===== src/rtl/core/mpct_pkg.sv =====
// Shared types, constants and size helpers for the mouse packet cursor tracker.
package mpct_pkg;

    // Cursor coordinate width; the output ports follow it.
    localparam int C_COORD_BITS = 12;
    localparam int C_COORD_MAX  = (1 << C_COORD_BITS) - 1;

    // Fixed register field widths.
    localparam int C_SIZE_BITS  = 13;
    localparam int C_SCALE_BITS = 4;
    localparam int C_INDEX_BITS = 2;

    // Scaled delta: 9-bit signed move times a 4-bit scale.
    localparam int C_DELTA_BITS = 14;
    localparam int C_SUM_BITS   =
        ((C_COORD_BITS > C_DELTA_BITS) ? C_COORD_BITS : C_DELTA_BITS) + 2;

    // Width that holds both a raw size and 2^C_COORD_BITS.
    localparam int C_WIDE_BITS  =
        (C_SIZE_BITS > C_COORD_BITS + 1) ? C_SIZE_BITS : C_COORD_BITS + 1;

    typedef logic [C_COORD_BITS-1:0] t_coord;
    typedef logic [C_SIZE_BITS-1:0]  t_size;
    typedef logic [C_SCALE_BITS-1:0] t_scale;

    // Register indexes on the configuration port.
    localparam logic [C_INDEX_BITS-1:0] C_REG_WIDTH  = 2'd0;
    localparam logic [C_INDEX_BITS-1:0] C_REG_HEIGHT = 2'd1;
    localparam logic [C_INDEX_BITS-1:0] C_REG_SCALE  = 2'd2;

    // Byte position inside a packet.
    localparam logic [1:0] C_CNT_FLAG = 2'd0;
    localparam logic [1:0] C_CNT_X    = 2'd1;
    localparam logic [1:0] C_CNT_Y    = 2'd2;

    // Flag byte bit positions.
    localparam int C_FLAG_SYNC  = 3;
    localparam int C_FLAG_XSIGN = 4;
    localparam int C_FLAG_YSIGN = 5;
    localparam int C_FLAG_XOVF  = 6;
    localparam int C_FLAG_YOVF  = 7;
    localparam int C_BTN_BITS   = 3;

    // Scale limits.
    localparam t_scale C_SCALE_MIN = t_scale'(1);
    localparam t_scale C_SCALE_MAX = t_scale'(8);
    localparam t_scale C_RST_SCALE = t_scale'(2);

    // Reset position and limits, saturated to the coordinate range.
    localparam int C_RST_X_INT   = (400 > C_COORD_MAX) ? C_COORD_MAX : 400;
    localparam int C_RST_Y_INT   = (300 > C_COORD_MAX) ? C_COORD_MAX : 300;
    localparam int C_RST_XT_INT  = (1919 > C_COORD_MAX) ? C_COORD_MAX : 1919;
    localparam int C_RST_YT_INT  = (1079 > C_COORD_MAX) ? C_COORD_MAX : 1079;
    localparam t_coord C_RST_X     = t_coord'(C_RST_X_INT);
    localparam t_coord C_RST_Y     = t_coord'(C_RST_Y_INT);
    localparam t_coord C_RST_X_TOP = t_coord'(C_RST_XT_INT);
    localparam t_coord C_RST_Y_TOP = t_coord'(C_RST_YT_INT);

    // Sign and overflow bits of one axis, taken from the flag byte.
    typedef struct packed {
        logic sign;
        logic ovf;
    } t_axis_flags;

    // Highest legal coordinate for a size register value.
    function automatic t_coord size_top(input t_size w);
        logic [C_WIDE_BITS-1:0] wv;
        logic [C_WIDE_BITS-1:0] lim;
        wv  = C_WIDE_BITS'(w);
        lim = C_WIDE_BITS'(1) << C_COORD_BITS;
        if (wv == '0) begin
            return '0;
        end else if (wv > lim) begin
            return t_coord'(lim - C_WIDE_BITS'(1));
        end else begin
            return t_coord'(wv - C_WIDE_BITS'(1));
        end
    endfunction

    // Center coordinate for a size register value.
    function automatic t_coord size_half(input t_size w);
        logic [C_WIDE_BITS-1:0] wv;
        logic [C_WIDE_BITS-1:0] lim;
        wv  = C_WIDE_BITS'(w);
        lim = C_WIDE_BITS'(1) << C_COORD_BITS;
        if (wv > lim) begin
            return t_coord'(lim >> 1);
        end else begin
            return t_coord'(wv >> 1);
        end
    endfunction

endpackage


===== src/rtl/core/mouse_packet_cursor_tracker.sv =====
// Top level of the mouse packet cursor tracker.
//
// Takes one raw mouse byte per cycle and groups bytes into three-byte packets
// (flags, X move, Y move); a leading byte with bit 3 clear is dropped. On the
// third byte the cursor moves by the scaled signed deltas (Y downward) and is
// clamped to the screen, and one item with position and buttons is sent out.
// A byte is held in the input register while the update is worked out, and a
// packet's result is loaded into the output register once its last byte is
// processed; bytes are taken every cycle while the output register can drain.
// Writing screen_width or screen_height re-centers that axis; motion_scale is
// held in 1..8. Reset puts the cursor at (400, 300) with a 1920x1080 screen
// and scale 2. Write configuration only while the block is idle.
module mouse_packet_cursor_tracker
    import mpct_pkg::*;
(
    input  logic                    i_clk,
    input  logic                    i_rst_n,
    // input bytes
    input  logic                    i_in_valid,
    output logic                    o_in_stall,
    input  logic [7:0]              i_data_byte,
    // cursor items
    output logic                    o_out_valid,
    input  logic                    i_out_stall,
    output logic [C_COORD_BITS-1:0] o_cursor_x,
    output logic [C_COORD_BITS-1:0] o_cursor_y,
    output logic [C_BTN_BITS-1:0]   o_buttons,
    // configuration writes
    input  logic                    i_cfg_valid,
    output logic                    o_cfg_ready,
    input  logic [C_INDEX_BITS-1:0] i_cfg_index,
    input  logic [C_SIZE_BITS-1:0]  i_cfg_data
);

    logic                  r_in_valid;
    logic [7:0]            r_in_byte;
    logic [1:0]            r_count;
    logic [1:0]            n_count;
    logic [7:0]            r_flag_byte;
    logic [7:0]            r_x_byte;
    t_coord                r_pos_x;
    t_coord                r_pos_y;
    t_coord                r_x_top;
    t_coord                r_y_top;
    t_scale                r_scale;
    logic                  r_out_valid;
    t_coord                r_out_x;
    t_coord                r_out_y;
    logic [C_BTN_BITS-1:0] r_out_btn;

    logic                  in_take;
    logic                  fire;
    logic                  last_byte;
    logic                  cfg_take;
    t_scale                cfg_scale;
    t_coord                new_x;
    t_coord                new_y;
    t_axis_flags           x_flags;
    t_axis_flags           y_flags;

    // Handshakes: process the held byte; a last byte waits until the output slot can take a result
    assign last_byte   = (r_count == C_CNT_Y);
    assign fire        = r_in_valid && (!last_byte || !r_out_valid || !i_out_stall);
    assign o_in_stall  = r_in_valid && !fire;
    assign in_take     = i_in_valid && !o_in_stall;
    assign o_cfg_ready = 1'b1;
    assign cfg_take    = i_cfg_valid && o_cfg_ready;

    // Hold the incoming byte until it is processed
    always_ff @(posedge i_clk) begin
        if (!i_rst_n) begin
            r_in_valid <= 1'b0;
        end else begin
            r_in_valid <= in_take || (r_in_valid && !fire);
        end
        if (in_take) begin
            r_in_byte <= i_data_byte;
        end
    end

    // Advance through the packet; a third byte always ends it
    always_comb begin
        unique case (r_count)
            C_CNT_X: n_count = C_CNT_Y;
            C_CNT_Y: n_count = C_CNT_FLAG;
            default: n_count = r_in_byte[C_FLAG_SYNC] ? C_CNT_X : C_CNT_FLAG;
        endcase
    end

    always_ff @(posedge i_clk) begin
        if (!i_rst_n) begin
            r_count <= C_CNT_FLAG;
        end else if (fire) begin
            r_count <= n_count;
        end
    end

    // Keep the flag and X bytes of the current packet
    always_ff @(posedge i_clk) begin
        if (fire && (r_count == C_CNT_X)) begin
            r_x_byte <= r_in_byte;
        end
        if (fire && (r_count != C_CNT_X) && (r_count != C_CNT_Y)
            && r_in_byte[C_FLAG_SYNC]) begin
            r_flag_byte <= r_in_byte;
        end
    end

    // Axis updates
    assign x_flags = '{sign: r_flag_byte[C_FLAG_XSIGN], ovf: r_flag_byte[C_FLAG_XOVF]};
    assign y_flags = '{sign: r_flag_byte[C_FLAG_YSIGN], ovf: r_flag_byte[C_FLAG_YOVF]};

    mpct_axis u_axis_x (
        .i_pos       (r_pos_x),
        .i_move_byte (r_x_byte),
        .i_flags     (x_flags),
        .i_negate    (1'b0),
        .i_scale     (r_scale),
        .i_top       (r_x_top),
        .o_pos       (new_x)
    );

    mpct_axis u_axis_y (
        .i_pos       (r_pos_y),
        .i_move_byte (r_in_byte),
        .i_flags     (y_flags),
        .i_negate    (1'b1),
        .i_scale     (r_scale),
        .i_top       (r_y_top),
        .o_pos       (new_y)
    );

    // Clamp the written scale into range
    always_comb begin
        priority if (t_scale'(i_cfg_data) < C_SCALE_MIN) begin
            cfg_scale = C_SCALE_MIN;
        end else if (t_scale'(i_cfg_data) > C_SCALE_MAX) begin
            cfg_scale = C_SCALE_MAX;
        end else begin
            cfg_scale = t_scale'(i_cfg_data);
        end
    end

    // Cursor position and screen limits; a size write re-centers its axis
    always_ff @(posedge i_clk) begin
        if (!i_rst_n) begin
            r_pos_x <= C_RST_X;
            r_pos_y <= C_RST_Y;
            r_x_top <= C_RST_X_TOP;
            r_y_top <= C_RST_Y_TOP;
            r_scale <= C_RST_SCALE;
        end else if (cfg_take) begin
            unique case (i_cfg_index)
                C_REG_WIDTH: begin
                    r_x_top <= size_top(i_cfg_data);
                    r_pos_x <= size_half(i_cfg_data);
                end
                C_REG_HEIGHT: begin
                    r_y_top <= size_top(i_cfg_data);
                    r_pos_y <= size_half(i_cfg_data);
                end
                C_REG_SCALE: begin
                    r_scale <= cfg_scale;
                end
                default: begin
                end
            endcase
        end else if (fire && last_byte) begin
            r_pos_x <= new_x;
            r_pos_y <= new_y;
        end
    end

    // Result register
    always_ff @(posedge i_clk) begin
        if (!i_rst_n) begin
            r_out_valid <= 1'b0;
        end else if (fire && last_byte) begin
            r_out_valid <= 1'b1;
        end else if (!i_out_stall) begin
            r_out_valid <= 1'b0;
        end
        if (fire && last_byte) begin
            r_out_x   <= new_x;
            r_out_y   <= new_y;
            r_out_btn <= r_flag_byte[C_BTN_BITS-1:0];
        end
    end

    assign o_out_valid = r_out_valid;
    assign o_cursor_x  = r_out_x;
    assign o_cursor_y  = r_out_y;
    assign o_buttons   = r_out_btn;

    // A completed packet always leaves a result waiting
    a_last_gives_item: assert property (@(posedge i_clk) disable iff (!i_rst_n)
        fire && last_byte |=> r_out_valid)
        else $error("packet end did not load the result register");

    // The cursor never leaves the screen
    a_x_in_range: assert property (@(posedge i_clk) disable iff (!i_rst_n)
        r_pos_x <= r_x_top)
        else $error("cursor x beyond screen width");

    a_y_in_range: assert property (@(posedge i_clk) disable iff (!i_rst_n)
        r_pos_y <= r_y_top)
        else $error("cursor y beyond screen height");

    // A held byte that was not processed stays in place
    a_in_hold: assert property (@(posedge i_clk) disable iff (!i_rst_n)
        r_in_valid && !fire |=> r_in_valid && $stable(r_in_byte) && $stable(r_count))
        else $error("held byte lost or changed");

endmodule


===== src/rtl/core/mpct_axis.sv =====
// One cursor axis: builds the signed move, scales it, applies it and clamps.
module mpct_axis
    import mpct_pkg::*;
(
    input  t_coord      i_pos,
    input  logic [7:0]  i_move_byte,
    input  t_axis_flags i_flags,
    input  logic        i_negate,
    input  t_scale      i_scale,
    input  t_coord      i_top,
    output t_coord      o_pos
);

    logic signed [8:0]              delta;
    logic signed [C_DELTA_BITS-1:0] scaled;
    logic signed [C_SUM_BITS-1:0]   pos_ext;
    logic signed [C_SUM_BITS-1:0]   top_ext;
    logic signed [C_SUM_BITS-1:0]   move_ext;
    logic signed [C_SUM_BITS-1:0]   sum;

    // Form the 9-bit move, drop it on overflow, and scale it
    always_comb begin
        delta    = i_flags.ovf ? 9'sd0 : $signed({i_flags.sign, i_move_byte});
        scaled   = C_DELTA_BITS'(delta * $signed({1'b0, i_scale}));
        move_ext = C_SUM_BITS'(scaled);
        pos_ext  = $signed(C_SUM_BITS'(i_pos));
        top_ext  = $signed(C_SUM_BITS'(i_top));
        sum      = i_negate ? (pos_ext - move_ext) : (pos_ext + move_ext);
    end

    // Clamp to the screen
    always_comb begin
        priority if (sum < 0) begin
            o_pos = '0;
        end else if (sum > top_ext) begin
            o_pos = i_top;
        end else begin
            o_pos = t_coord'(sum);
        end
    end

endmodule


===== config.mk =====
export PLATFORM = sky130hd
export DESIGN_NAME = mouse_packet_cursor_tracker
export DESIGN_NICKNAME = d
export VERILOG_FILES = /design/src/rtl/core/mpct_pkg.sv /design/src/rtl/core/mouse_packet_cursor_tracker.sv /design/src/rtl/core/mpct_axis.sv
export SDC_FILE = /design/constraint.sdc
export NUM_CORES = 1
export LEC_CHECK = 0
export BUFFER_PORTS_ARGS = -buffer_cell sky130_fd_sc_hd__buf_2
export CELL_PAD_IN_SITES_DETAIL_PLACEMENT = 1
export CELL_PAD_IN_SITES_GLOBAL_PLACEMENT = 2
export CORE_ASPECT_RATIO = 0.9
export CORE_MARGIN = 10
export CORE_UTILIZATION = 35
export DETAILED_ROUTE_END_ITERATION = 10
export PLACE_DENSITY_LB_ADDON = 0.08
export SLEW_MARGIN = 20
export SYNTH_ARGS = -nofsm -noshare
export SYNTH_HDL_FRONTEND = slang
export SYNTH_SLANG_ARGS = --single-unit

===== constraint.sdc =====
create_clock -name i_clk -period 5.9 [get_ports i_clk]
set_input_delay 1.18 -clock i_clk [delete_from_list [all_inputs] [get_ports i_clk]]
set_output_delay 1.18 -clock i_clk [all_outputs]
set_load 0.1 [all_outputs]

==> impl_metrics.toml <==
[clocking]
cts_sinks = 106
holdBufCountCts = 0
clk_latency_ns = 0.37
cts_tree = "yes"
htree_levels = 3
clk_path_buf_depth = 2
path_clk_slew_ns = 0.08
cts_made_buffers = 9
cts-root-buf = "clkbuf_16"

[floorplan]
start_util_pct = 35.4
pin_count = 58
coreArea_um2 = 25000
die_w_um = 188
die_h_um = 171
std_cell_rows = 55
dieArea_um2 = 32100

[power]
leakagePower_uw = 0.00534
vdd.ir_drop.worst_uv = 138
power.total_uw = 2630
p_per_area_nw_per_um2 = 233

[worst_setup_path]
crit_required_ns = 6.00
critPathKind = "register to register"
endpoint_kind = "register"
crit_arrival_ns = 5.98
crit_path_max_fanout = 6
worstSetupStartpointType = "register"

[timing]
max_freq_mhz = 170
finClkSkew_ns = 0.0170
fin_crit_sh_pct = 99.6
finalHoldViolations = 0
setup-tns-final_ns = 0
setup_viol = 0
min_period_ns = 5.88
drv_slew = 0
slew_headroom_pct = 48.7
tightest_slew_ns = 0.760
rsz0062_at_grt = "yes"

[yosys]
syn-num-nets = 1154
ys_seq_elements = 106
synthTopCellsByArea = "edfxtp_1 (17%), fa_1 (13%), ha_1 (13%)"
synth_cells = 978
ys.flop_type = "dfxtp_1"
yosysWarnings = 0
yosys.area.top_type_share_pct = 16.9
synth.avg_cell_area_um2 = 9.06
synth.largest_area_cell = "edfxtp_1"
ys_types = 67
synth-seq-area-share_pct = 29.6
synth_edf_count = 50
async_reset_ff_share_pct = 0
syn_area_um2 = 8860

[hold_path]
hold_path_class = "register to register"

[global_route]
grt_start_max_net_pins = 39
grt_overflow_total = 0
grt_pass1_vias = 7537
grt_first_pass_wirelength_mm = 43.2
grt.total_usage_pct = 17.3
antenna_found_initial = 1

[finish]
nets = 1308
drive_gt1_share_pct = 26.3
area_growth_pct = 27.7
final_core_util_pct = 45.2

[placement]
hpwl_mm = 22.3
gp_congestion = 0.807
io_buffers = 56

[run_status]
status = "finished, final reports clean"

[drt]
antenna_left = 0
route.detailed.drc = 0
avgViaCountPerCell = 4.88
routed_wl_mm = 27.6
drt_pass1_iterations = 4
dr_total_vias = 7227
drtIter0Drc = 291
wire_per_inst_um = 18.7

[job]
cap_viol_max_count = 0
[state kept, by name, summed over array words and instances (netlist names)]
signal,flops
o_buttons,3
r_pos_y,12
o_cursor_x,12
o_cursor_y,12
r_in_valid,1
r_in_byte,8
o_out_valid,1
r_flag_byte,7
r_scale,4
r_count,2
r_pos_x,12
r_x_byte,8
r_y_top,12
r_x_top,12
[per-layer routing]
metal | up-vias | part of all wire, % | GRT usage (%)
li1 | 3590 | - | -
met1 | 3543 | 46 | 22.4
met2 | 73 | 49 | 29.8
met3 | 21 | 3.0 | 2.48
met4 | 0 | 1.4 | 3.93
met5 | - | 0 | 0
[synthesized netlist by cell type, types with 11 or more instances]
master	count
a21o_1	16
nand3_1	13
nor2b_1	19
o21ai_0	30
xnor2_1	14
clkbuf_1	19
ha_1	90
o211ai_1	17
nand2_1	93
fa_1	58
and2_1	57
inv_1	155
mux2i_1	27
dfxtp_1	56
edfxtp_1	50
nor2_1	71
xor2_1	11
a21oi_1	46
o22ai_1	13
[power breakdown]
part           switching (uW)  internal, uW  leakage, uW
registers                27.8           805     0.000912
clock network             324           343     0.000151
logic                     572           560      0.00428
[critical path, stage by stage, from the launching register on]
cell	delay, ns
edfxtp_1	0.52
nor2b_4	0.25
and2_4	0.18
fa_1	0.41
ha_1	0.28
inv_1	0.05
fa_1	0.53
inv_1	0.05
fa_1	0.49
inv_2	0.05
ha_4	0.24
a21o_1	0.17
a21o_1	0.16
a31o_2	0.22
a21oi_2	0.18
xnor2_2	0.11
ha_4	0.29
and4_4	0.24
nand2_4	0.06
a311o_1	0.27
a21o_1	0.16
o211a_1	0.14
nand2_2	0.11
buf_8	0.15
mux2i_4	0.27
nor2_1	0.06
[final timing paths]
check	startpoint	cells after the start	slack, ns	end
worst min register to register	r_flag_byte[2]$_DFFE_PP_	0	0.43	o_buttons[2]$_DFFE_PP_
worst min-delay path	r_flag_byte[2]$_DFFE_PP_	0	0.43	o_buttons[2]$_DFFE_PP_
worst max-delay path	r_flag_byte[7]$_DFFE_PP_	25	0.02	o_cursor_y[8]$_DFFE_PP_
worst max register to register	r_flag_byte[7]$_DFFE_PP_	25	0.02	o_cursor_y[8]$_DFFE_PP_
[cells in the final DEF, fill, tap and decap left out, drive strengths merged, types with 10 or more instances in the layout]
cell type  count
o22ai         13
nor2b         19
dfxtp         56
inv          157
buf          169
o211ai        17
nor2          71
a21oi         46
mux2i         27
xnor2         14
and2          58
xor2          11
o21ai         32
nand2         94
a211oi        10
clkbuf        10
ha            90
fa            58
edfxtp        50
a21o          16
nand3         13
[repair_timing]
item	CTS	global route
buffers inserted	8	9
gates cloned	0	1
endpoints found under the setup margin	48	48
gates resized for setup	53	88
pin swaps	34	55
[metrics by stage]
step	hold slack [ns]	instances	instance area (um^2)	setup WS, ns
2_1_floorplan	0.400	978	8870	0.0522
3_3_place_gp	0.403	1446	10200	-0.197
3_5_place_dp	0.423	1446	10200	-0.379
4_1_cts	0.433	1469	10800	0.00107
5_1_grt	0.440	1479	11300	-0.230
6_report	0.432	1480	11300	0.0218
[layout make-up]
type / instances / area, um^2
clock inverter: 7 / 100
multi-input combinational: 689 / 6140
tap: 342 / 428
inverter: 156 / 586
sequential: 106 / 2620
clock buffer: 9 / 225
fill: 2955 / 13700
antenna: 1 / 2.50
timing repair buffer: 170 / 1210
[kinds of logic after synthesis]
group                      count (synthesis)  share of synthesized area, %
and+or+nand+nor                          297                          16.7
xor gates and xnor gates                  25                          2.47
AOI/OAI and AO/OA                        188                          13.9
other                                      1                        0.0423
DFF                                      106                          29.6
adders and majority gates                150                          26.0
buffers and inverters                    183                          8.05
muxes                                     28                          3.18
Note: power is estimated with default switching activity, not from simulation.
